File: src/priority_slice_job_scheduler_top_defines.svh
// Assertion helpers shared by the scheduler RTL.
// Each macro expects signals named clk and arst_n in the calling scope.
`ifndef PRIORITY_SLICE_JOB_SCHEDULER_TOP_DEFINES_SVH
`define PRIORITY_SLICE_JOB_SCHEDULER_TOP_DEFINES_SVH

// Same-cycle implication, checked outside reset.
`define PSS_ASSERT_NOW(lbl, ante, cons, msg) \
	lbl: assert property (@(posedge clk) disable iff (!arst_n) (ante) |-> (cons)) else $error(msg);

// Next-cycle implication, checked outside reset.
`define PSS_ASSERT_NEXT(lbl, ante, cons, msg) \
	lbl: assert property (@(posedge clk) disable iff (!arst_n) (ante) |=> (cons)) else $error(msg);

`endif

File: src/pss_pkg.sv
package pss_pkg;

	// Default table depth and fixed field widths.
	localparam int DEPTH_DEF = 64;
	localparam int PRI_W     = 10;
	localparam int TIME_W    = 16;
	localparam int SLICE_W   = 8;
	localparam int SLOT_W    = 6;
	localparam int ADDR_W    = 3;
	localparam int DATA_W    = 32;

	// Jobs at or above this priority are never selected.
	localparam logic [PRI_W-1:0]   PRI_LIMIT   = 10'd1000;
	localparam logic [SLICE_W-1:0] SLICE_RESET = 8'd1;

	// Register index decoded from the word address bit.
	localparam logic REG_SLICE_IDX = 1'b0;

	typedef enum logic {
		OP_LOAD     = 1'b0,
		OP_DISPATCH = 1'b1
	} op_t;

	typedef enum logic [2:0] {
		S_IDLE,
		S_SCAN,
		S_FLUSH,
		S_PICK,
		S_LOAD
	} state_t;

	// One table entry as stored in the job memory.
	typedef struct packed {
		logic [PRI_W-1:0]  pri;
		logic [TIME_W-1:0] arr;
		logic [TIME_W-1:0] rem;
		logic              started;
	} entry_t;

	// Commands from the controller to the datapath.
	typedef struct packed {
		logic capture;
		logic scan_step;
		logic pick;
		logic load;
	} cmd_t;

	// Status from the datapath to the controller.
	typedef struct packed {
		logic count_zero;
		logic scan_last;
		logic out_free;
	} sts_t;

endpackage

File: src/pss_ctrl.sv
module pss_ctrl (
	input  logic          clk,
	input  logic          arst_n,
	input  logic          in_valid,
	output logic          in_ready,
	input  logic          op,
	input  pss_pkg::sts_t sts,
	output pss_pkg::cmd_t cmd
);
	import pss_pkg::*;

	state_t state_q;
	state_t state_d;

	// State register.
	always_ff @(posedge clk or negedge arst_n) begin
		if (!arst_n) begin
			state_q <= S_IDLE;
		end else begin
			state_q <= state_d;
		end
	end

	// Next state and commands.
	always_comb begin
		state_d  = state_q;
		cmd      = '0;
		in_ready = 1'b0;
		unique case (state_q)
			S_IDLE: begin
				in_ready = 1'b1;
				if (in_valid) begin
					cmd.capture = 1'b1;
					if (op == OP_LOAD) begin
						state_d = S_LOAD;
					end else if (sts.count_zero) begin
						state_d = S_PICK;
					end else begin
						state_d = S_SCAN;
					end
				end
			end
			S_SCAN: begin
				cmd.scan_step = 1'b1;
				if (sts.scan_last) begin
					state_d = S_FLUSH;
				end
			end
			S_FLUSH: begin
				state_d = S_PICK;
			end
			S_PICK: begin
				if (sts.out_free) begin
					cmd.pick = 1'b1;
					state_d  = S_IDLE;
				end
			end
			S_LOAD: begin
				if (sts.out_free) begin
					cmd.load = 1'b1;
					state_d  = S_IDLE;
				end
			end
			default: begin
				state_d = S_IDLE;
			end
		endcase
	end

endmodule

File: src/pss_dp.sv
module pss_dp #(
	parameter int TABLE_DEPTH = pss_pkg::DEPTH_DEF
) (
	input  logic                          clk,
	input  logic                          arst_n,
	input  pss_pkg::cmd_t                 cmd,
	output pss_pkg::sts_t                 sts,
	input  logic [pss_pkg::PRI_W-1:0]     job_priority,
	input  logic [pss_pkg::TIME_W-1:0]    job_arrival,
	input  logic [pss_pkg::TIME_W-1:0]    job_run_time,
	input  logic [pss_pkg::SLICE_W-1:0]   slice_length,
	output logic                          out_valid,
	input  logic                          out_ready,
	output logic [pss_pkg::SLOT_W-1:0]    slot,
	output logic                          table_full,
	output logic                          none_left,
	output logic                          first_run,
	output logic                          finished,
	output logic [pss_pkg::TIME_W-1:0]    time_left
);
	import pss_pkg::*;

	localparam int IW = (TABLE_DEPTH > 1) ? $clog2(TABLE_DEPTH) : 1;
	localparam int CW = $clog2(TABLE_DEPTH + 1);

	entry_t mem [TABLE_DEPTH];

	logic [CW-1:0]     job_count_q;
	logic [IW-1:0]     cnt_q;
	entry_t            rd_s1;
	logic [IW-1:0]     rd_idx_s1;
	logic              rd_vld_s1;
	entry_t            best_q;
	logic [IW-1:0]     best_idx_q;
	logic              found_q;
	entry_t            item_q;
	logic              out_valid_q;
	logic              full;
	logic              elig;
	logic              better;
	logic [TIME_W-1:0] new_rem;
	logic              mem_we;
	logic [IW-1:0]     mem_waddr;
	entry_t            mem_wdata;

	// Status toward the controller.
	assign full            = (job_count_q == CW'(TABLE_DEPTH));
	assign sts.count_zero  = (job_count_q == '0);
	assign sts.scan_last   = (cnt_q == IW'(job_count_q - CW'(1)));
	assign sts.out_free    = !out_valid_q || out_ready;

	// Candidate compare: lower priority, then earlier arrival, then less time left.
	assign elig   = (rd_s1.rem != '0) && (rd_s1.pri < PRI_LIMIT);
	assign better = !found_q || (rd_s1.pri < best_q.pri) ||
		((rd_s1.pri == best_q.pri) && ((rd_s1.arr < best_q.arr) ||
		((rd_s1.arr == best_q.arr) && (rd_s1.rem < best_q.rem))));

	// Remaining time after one slice, clamped at zero.
	assign new_rem = (best_q.rem > TIME_W'(slice_length)) ?
		(best_q.rem - TIME_W'(slice_length)) : '0;

	// Memory write: a new job on load, the updated entry on dispatch.
	always_comb begin
		mem_we    = 1'b0;
		mem_waddr = best_idx_q;
		mem_wdata = '{pri: best_q.pri, arr: best_q.arr, rem: new_rem, started: 1'b1};
		if (cmd.load && !full) begin
			mem_we    = 1'b1;
			mem_waddr = IW'(job_count_q);
			mem_wdata = item_q;
		end else if (cmd.pick && found_q) begin
			mem_we = 1'b1;
		end
	end

	// Job memory with registered read for the scan.
	always_ff @(posedge clk) begin
		if (mem_we) begin
			mem[mem_waddr] <= mem_wdata;
		end
		if (cmd.scan_step) begin
			rd_s1     <= mem[cnt_q];
			rd_idx_s1 <= cnt_q;
		end
	end

	// Scan control, job count and best-so-far flag.
	always_ff @(posedge clk or negedge arst_n) begin
		if (!arst_n) begin
			job_count_q <= '0;
			cnt_q       <= '0;
			rd_vld_s1   <= 1'b0;
			found_q     <= 1'b0;
		end else begin
			rd_vld_s1 <= cmd.scan_step;
			if (cmd.capture) begin
				cnt_q   <= '0;
				found_q <= 1'b0;
			end else if (cmd.scan_step) begin
				cnt_q <= cnt_q + IW'(1);
			end
			if (rd_vld_s1 && elig) begin
				found_q <= 1'b1;
			end
			if (cmd.load && !full) begin
				job_count_q <= job_count_q + CW'(1);
			end
		end
	end

	// Best entry so far and the captured load item.
	always_ff @(posedge clk) begin
		if (rd_vld_s1 && elig && better) begin
			best_q     <= rd_s1;
			best_idx_q <= rd_idx_s1;
		end
		if (cmd.capture) begin
			item_q <= '{pri: job_priority, arr: job_arrival, rem: job_run_time,
				started: 1'b0};
		end
	end

	// Output register valid flag.
	always_ff @(posedge clk or negedge arst_n) begin
		if (!arst_n) begin
			out_valid_q <= 1'b0;
		end else if (cmd.load || cmd.pick) begin
			out_valid_q <= 1'b1;
		end else if (out_ready) begin
			out_valid_q <= 1'b0;
		end
	end

	// Output register payload.
	always_ff @(posedge clk) begin
		if (cmd.load) begin
			slot       <= full ? '0 : SLOT_W'(job_count_q);
			table_full <= full;
			none_left  <= 1'b0;
			first_run  <= 1'b0;
			finished   <= 1'b0;
			time_left  <= '0;
		end else if (cmd.pick) begin
			table_full <= 1'b0;
			none_left  <= !found_q;
			slot       <= found_q ? SLOT_W'(best_idx_q) : '0;
			first_run  <= found_q && !best_q.started;
			finished   <= found_q && (new_rem == '0);
			time_left  <= found_q ? new_rem : '0;
		end
	end

	assign out_valid = out_valid_q;

`include "priority_slice_job_scheduler_top_defines.svh"

	`PSS_ASSERT_NOW(a_count_bound, 1'b1, job_count_q <= CW'(TABLE_DEPTH), "job count over depth")
	`PSS_ASSERT_NEXT(a_count_inc, cmd.load && !full, job_count_q == $past(job_count_q) + CW'(1), "load did not advance count")
	`PSS_ASSERT_NOW(a_flags_excl, out_valid_q, !(table_full && none_left), "full and none_left both set")
	`PSS_ASSERT_NOW(a_no_scan_write, cmd.scan_step, !mem_we, "memory written during scan")

endmodule

File: src/priority_slice_job_scheduler_top.sv
// Priority job scheduler with time-slice dispatch.
// Input channel (in_valid/in_ready) carries one item: op selects load or dispatch;
// job_priority, job_arrival and job_run_time matter for loads only.
// Output channel (out_valid/out_ready) returns exactly one item per input item.
// A load passes from acceptance through the load state into the output register;
// a dispatch first runs a scan over the N loaded jobs that reads one table entry
// per cycle through the single job memory read port, then a flush and a pick state.
// A dispatch on an empty table skips the scan.
// One item is processed at a time; the next item is accepted as soon as the
// previous result sits in the output register, even if it is not yet taken.
// If the receiver stalls, the finished result holds in the output register and
// a following item waits at its final step until the register is free.
// The APB port holds slice_length at byte address 0 (reset value 1); write it
// only while the block is idle.
// Reset clears the job count and all control state; the table contents need no
// clearing since only entries below the job count are ever read.
module priority_slice_job_scheduler_top #(
	parameter int TABLE_DEPTH = pss_pkg::DEPTH_DEF
) (
	input  logic                          clk,
	input  logic                          arst_n,
	input  logic                          psel,
	input  logic                          penable,
	input  logic                          pwrite,
	input  logic [pss_pkg::ADDR_W-1:0]    paddr,
	input  logic [pss_pkg::DATA_W-1:0]    pwdata,
	output logic [pss_pkg::DATA_W-1:0]    prdata,
	output logic                          pready,
	input  logic                          in_valid,
	output logic                          in_ready,
	input  logic                          op,
	input  logic [pss_pkg::PRI_W-1:0]     job_priority,
	input  logic [pss_pkg::TIME_W-1:0]    job_arrival,
	input  logic [pss_pkg::TIME_W-1:0]    job_run_time,
	output logic                          out_valid,
	input  logic                          out_ready,
	output logic [pss_pkg::SLOT_W-1:0]    slot,
	output logic                          table_full,
	output logic                          none_left,
	output logic                          first_run,
	output logic                          finished,
	output logic [pss_pkg::TIME_W-1:0]    time_left
);
	import pss_pkg::*;

	logic [SLICE_W-1:0] slice_q;
	logic               reg_hit;
	cmd_t               cmd;
	sts_t               sts;

	// Register decode on the word address bit.
	assign reg_hit = (paddr[ADDR_W-1] == REG_SLICE_IDX);
	assign pready  = 1'b1;
	assign prdata  = reg_hit ? DATA_W'(slice_q) : '0;

	// Slice length register.
	always_ff @(posedge clk or negedge arst_n) begin
		if (!arst_n) begin
			slice_q <= SLICE_RESET;
		end else if (psel && penable && pwrite && pready && reg_hit) begin
			slice_q <= pwdata[SLICE_W-1:0];
		end
	end

	pss_ctrl u_ctrl (
		.clk      (clk),
		.arst_n   (arst_n),
		.in_valid (in_valid),
		.in_ready (in_ready),
		.op       (op),
		.sts      (sts),
		.cmd      (cmd)
	);

	pss_dp #(
		.TABLE_DEPTH (TABLE_DEPTH)
	) u_dp (
		.clk          (clk),
		.arst_n       (arst_n),
		.cmd          (cmd),
		.sts          (sts),
		.job_priority (job_priority),
		.job_arrival  (job_arrival),
		.job_run_time (job_run_time),
		.slice_length (slice_q),
		.out_valid    (out_valid),
		.out_ready    (out_ready),
		.slot         (slot),
		.table_full   (table_full),
		.none_left    (none_left),
		.first_run    (first_run),
		.finished     (finished),
		.time_left    (time_left)
	);

endmodule
File: config.mk
export PLATFORM = sky130hd
export DESIGN_NAME = priority_slice_job_scheduler_top
export DESIGN_NICKNAME = d
export VERILOG_FILES = /design/src/pss_pkg.sv /design/src/pss_ctrl.sv /design/src/pss_dp.sv /design/src/priority_slice_job_scheduler_top.sv
export VERILOG_INCLUDE_DIRS = /design/src /design/src/src
export SDC_FILE = /design/constraint.sdc
export NUM_CORES = 2
export LEC_CHECK = 0
export ABC_AREA = 1
export BUFFER_PORTS_ARGS = -buffer_cell sky130_fd_sc_hd__buf_2
export CORE_ASPECT_RATIO = 1.75
export CORE_MARGIN = 1.5
export CORE_UTILIZATION = 37
export CTS_BUF_LIST = sky130_fd_sc_hd__clkbuf_8
export DETAILED_ROUTE_END_ITERATION = 8
export PLACE_DENSITY_LB_ADDON = 0.15
export SLEW_MARGIN = 15
export SYNTH_ARGS = -nofsm -noshare
export SYNTH_HDL_FRONTEND = slang
export SYNTH_SLANG_ARGS = --single-unit
File: constraint.sdc
create_clock -name clk -period 8.8 [get_ports clk]
set_input_delay 1.76 -clock clk [delete_from_list [all_inputs] [get_ports clk]]
set_output_delay 1.76 -clock clk [all_outputs]
set_load 0.05 [all_outputs]
==> impl_metrics.csv <==
group,metric,value,unit
critical_path,r2r_start,"u_ctrl.state_q[1]$_DFFE_PN0P_",
cts,max-clock-path-buffers,4,
routing,ant_nets,0,
global_route,grt.overflow.total,0,
min_path,hp-start,"u_dp.rd_idx_s1[3]$_DFFE_PP_",
min_path,min_path_type,"register to register",
cts,numCtsBuffers,417,
cts,h-tree-depth,5,
global_route,first_global_vias,72500,
sta,relSlewSlack,23.6,%
cts,clock-sinks,2945,
place,place_area,0.122,mm^2
critical_path,path_buf_inv,4,
min_path,whs_endpoint,"u_dp.best_idx_q[3]$_DFFE_PP_",
die,die_height,743,um
critical_path,crit_fanout,39,
sta,worst_pin_slew,1.15,ns
global_route,gr-usage-all-layers,21.9,%
global_route,grt_max_degree,184,
logic_synthesis,synth_cell_types,44,
routing,initialDrtViolationCount,6347,
sta,finalCritPeriodShare,62.9,%
cts,clkTransAtPathRegs,0.07,ns
cts,ctsHoldBuffers,0,
cts,cts_tree,"done",
cts,cts_resized,0,
sta,drv_slew,0,
logic_synthesis,synth_area_leaders,"edfxtp_1, o21ai_0, nor2_1, o22ai_1, nand3_1",
critical_path,cpLargestDelayFamily,"simple AND/OR/NAND/NOR gates",
die,die_w,426,um
power,p_per_area,320,mW/mm^2
critical_path,cp.arrival,6.23,ns
logic_synthesis,ys.warnings.count,0,
global_route,antenna_found_initial,10,
sta,rsz0062_at_grt,"no",
logic_synthesis,syn_avg_cell_area,13.3,um^2
logic_synthesis,synth_top_area_share,75.2,%
critical_path,slowest_stage,"nand4_1",
critical_path,reg2reg_depth,11,
logic_synthesis,yosysTopAreaCell,"edfxtp_1",
layout,nNetsFinal,8938,
cts,postCtsSetupRepairBufs,0,
sta,setup_tns,0,ns
critical_path,startpoint_type,"primary input",
sta,fmax,0.181,GHz
routing,drt_wl_total,354,mm
sta,skew,0.0618,ns
logic_synthesis,synth_cells,8693,
routing,route.detailed.drc,0,
global_route,grt_pass1_wl,508,mm
die,rows,271,
logic_synthesis,syn-cell-area,0.116,mm^2
critical_path,max_stage_delay,0.98,ns
logic_synthesis,yosysSeqAreaShare,76.1,%
routing,viasPerCell,5.54,
place,gp_congestion,0.875,
layout,area_delta_synth_final,11.6,%
flow_run,drv_cap,0,
layout,drive_gt1_share,10.1,%
place,io_buffers,94,
cts,clk_latency,1.05,ns
die,dieArea,0.316,mm^2
logic_synthesis,ys_ff_latch,2945,
critical_path,cp-startpoint,"out_ready",
routing,via_count,73200,
die,core_area,0.311,mm^2
critical_path,path_cells,"buf_2 -> nor2_1 -> nor2_4 -> inv_2 -> nor2_8 -> buf_4 -> nand2_1 -> o21ai_2 -> nand4_1 -> nor2_4 -> buf_4",
critical_path,worst_r2r_endpoint,"u_dp.mem[50][2]$_DFFE_PP_",
layout,stdcell_area,0.129,mm^2
cts,clockRootBuffer,"clkbuf_8",
outcome,status,"finished clean",
critical_path,ff2ff_setup_slack,3.45,ns
sta,setup_viol,0,
power,vdd_drop_max,0.341,mV
critical_path,required,9.49,ns
sta,finalHoldViolCount,0,
routing,dr.pass1.iters,5,
place,dp_hpwl,200,mm
sta,period_minus_slack,5.54,ns
power,p_leak,41.3,nW
critical_path,end_kind,"register",
die,io_pins,146,
routing,wl_per_cell,26.8,um
die,initial_core_util,37.2,%
min_path,min_delay_path_depth,0,
critical_path,path_class,"primary input to register",
-- cells in the final DEF (no fill, tap or decap), types with 12 or more instances in the layout --
| cell | synthesis | layout |
|---|---|---|
| clkinv_2 | 0 | 39 |
| o21ai_4 | 0 | 35 |
| nand2_1 | 489 | 482 |
| inv_1 | 117 | 235 |
| nor2_4 | 1 | 66 |
| nand3_1 | 389 | 389 |
| dfrtp_1 | 26 | 21 |
| nor2_1 | 1604 | 1539 |
| conb_1 | 2 | 25 |
| nand4_1 | 65 | 65 |
| buf_12 | 0 | 24 |
| clkinv_1 | 2 | 117 |
| clkbuf_8 | 0 | 428 |
| a21oi_1 | 160 | 159 |
| xor2_1 | 12 | 12 |
| edfxtp_1 | 2899 | 2899 |
| buf_2 | 53 | 94 |
| ha_1 | 52 | 52 |
| dfxtp_1 | 19 | 19 |
| buf_4 | 27 | 169 |
| o221ai_1 | 213 | 213 |
| o211ai_1 | 133 | 133 |
| o21ai_0 | 1443 | 1408 |
| o22ai_1 | 393 | 393 |
-- registers in the layout (all words and copies together) (netlist names) --
register,count
u_dp.rd_idx_s1,6
u_dp.cnt_q,6
u_dp.time_left,16
u_dp.found_q,1
u_dp.out_valid,1
u_dp.first_run,1
u_dp.best_idx_q,6
u_dp.item_q,42
u_dp.job_count_q,7
u_dp.best_q,43
u_dp.rd_vld_s1,1
u_dp.none_left,1
u_dp.mem,2752
u_dp.table_full,1
u_dp.rd_s1,43
u_ctrl.state_q,3
u_dp.finished,1
slice_q,8
u_dp.slot,6
-- stage by stage --
| step | total power [mW] | hold slack [ns] | std cells | util [%] | setup slack, ns |
|---|---|---|---|---|---|
| 5_1_grt | 43.3 | 0.433 | 13200 | 41.5 | 3.14 |
| 2_1_floorplan | 26.4 | 0.400 | 8716 | - | 2.83 |
| 6_report | 41.3 | 0.421 | 13200 | 41.5 | 3.26 |
| 3_5_place_dp | 31.7 | 0.405 | 12500 | 39.1 | 2.31 |
| 3_3_place_gp | 31.4 | 0.405 | 12500 | 39.1 | 2.40 |
| 4_1_cts | 41.7 | 0.420 | 13200 | 41.5 | 3.44 |
-- worst max path at each step --
stage | endpoint | cells after the start
final | u_dp.mem[50][2]$_DFFE_PP_ | 11
after floorplan | u_dp.mem[0][15]$_DFFE_PP_ | 7
after global routing | u_dp.mem[50][31]$_DFFE_PP_ | 11
after global placement | u_dp.mem[50][2]$_DFFE_PP_ | 11
after detailed placement | u_dp.mem[50][32]$_DFFE_PP_ | 11
after CTS | u_dp.mem[50][31]$_DFFE_PP_ | 11
-- cell families after synthesis --
| kind of cell | Yosys count | share of synthesized area, % |
|---|---|---|
| compound gates | 2360 | 11.7 |
| xor+xnor | 14 | 0.106 |
| fa+ha+maj | 53 | 0.579 |
| buf+inv | 751 | 2.58 |
| flops | 2945 | 76.1 |
| other cells | 2 | 0.00649 |
| simple gates | 2568 | 8.95 |
-- area by class of cell --
cell class / count / area (um^2)
flip-flops and latches: 2945 / 88100
clock inverters: 305 / 1560
repair buffers: 287 / 2220
multi-input cells: 5020 / 25700
fillers: 28700 / 182000
inverters: 129 / 527
well taps: 4095 / 5120
clock buffers: 428 / 5890
diodes: 6 / 15.0
-- power breakdown --
group          switching, mW  internal, mW
Clock                   5.23          4.82
Sequential             0.387          18.1
Combinational           9.91          2.85
-- cell usage after synthesis, drive strengths merged --
master	number
edfxtp	2899
o211ai	133
xnor2	2
dfxtp	19
fa	1
ha	52
o41ai	1
nand3	391
nor2	1607
xor2	12
clkinv	2
inv	127
clkbuf	482
or2	1
a22o	1
a21boi	1
and2	1
nand4	65
a31o	1
dfstp	1
buf	140
o221ai	213
conb	2
a21oi	162
o31ai	5
o21ai	1447
o22ai	393
nor4	6
nor3	8
nand2	489
a211oi	3
dfrtp	26
-- layer usage --
| metal | wire, um | track usage, % | up-vias |
|---|---|---|---|
| met1 | 140000 | 26.7 | 37600 |
| met2 | 185000 | 39.4 | 2309 |
| li1 | - | - | 32700 |
| met3 | 17000 | 2.56 | 565 |
| met4 | 12400 | 7.93 | 2 |
| met5 | 13 | 0 | - |
Power figures use the tool's default switching activity.
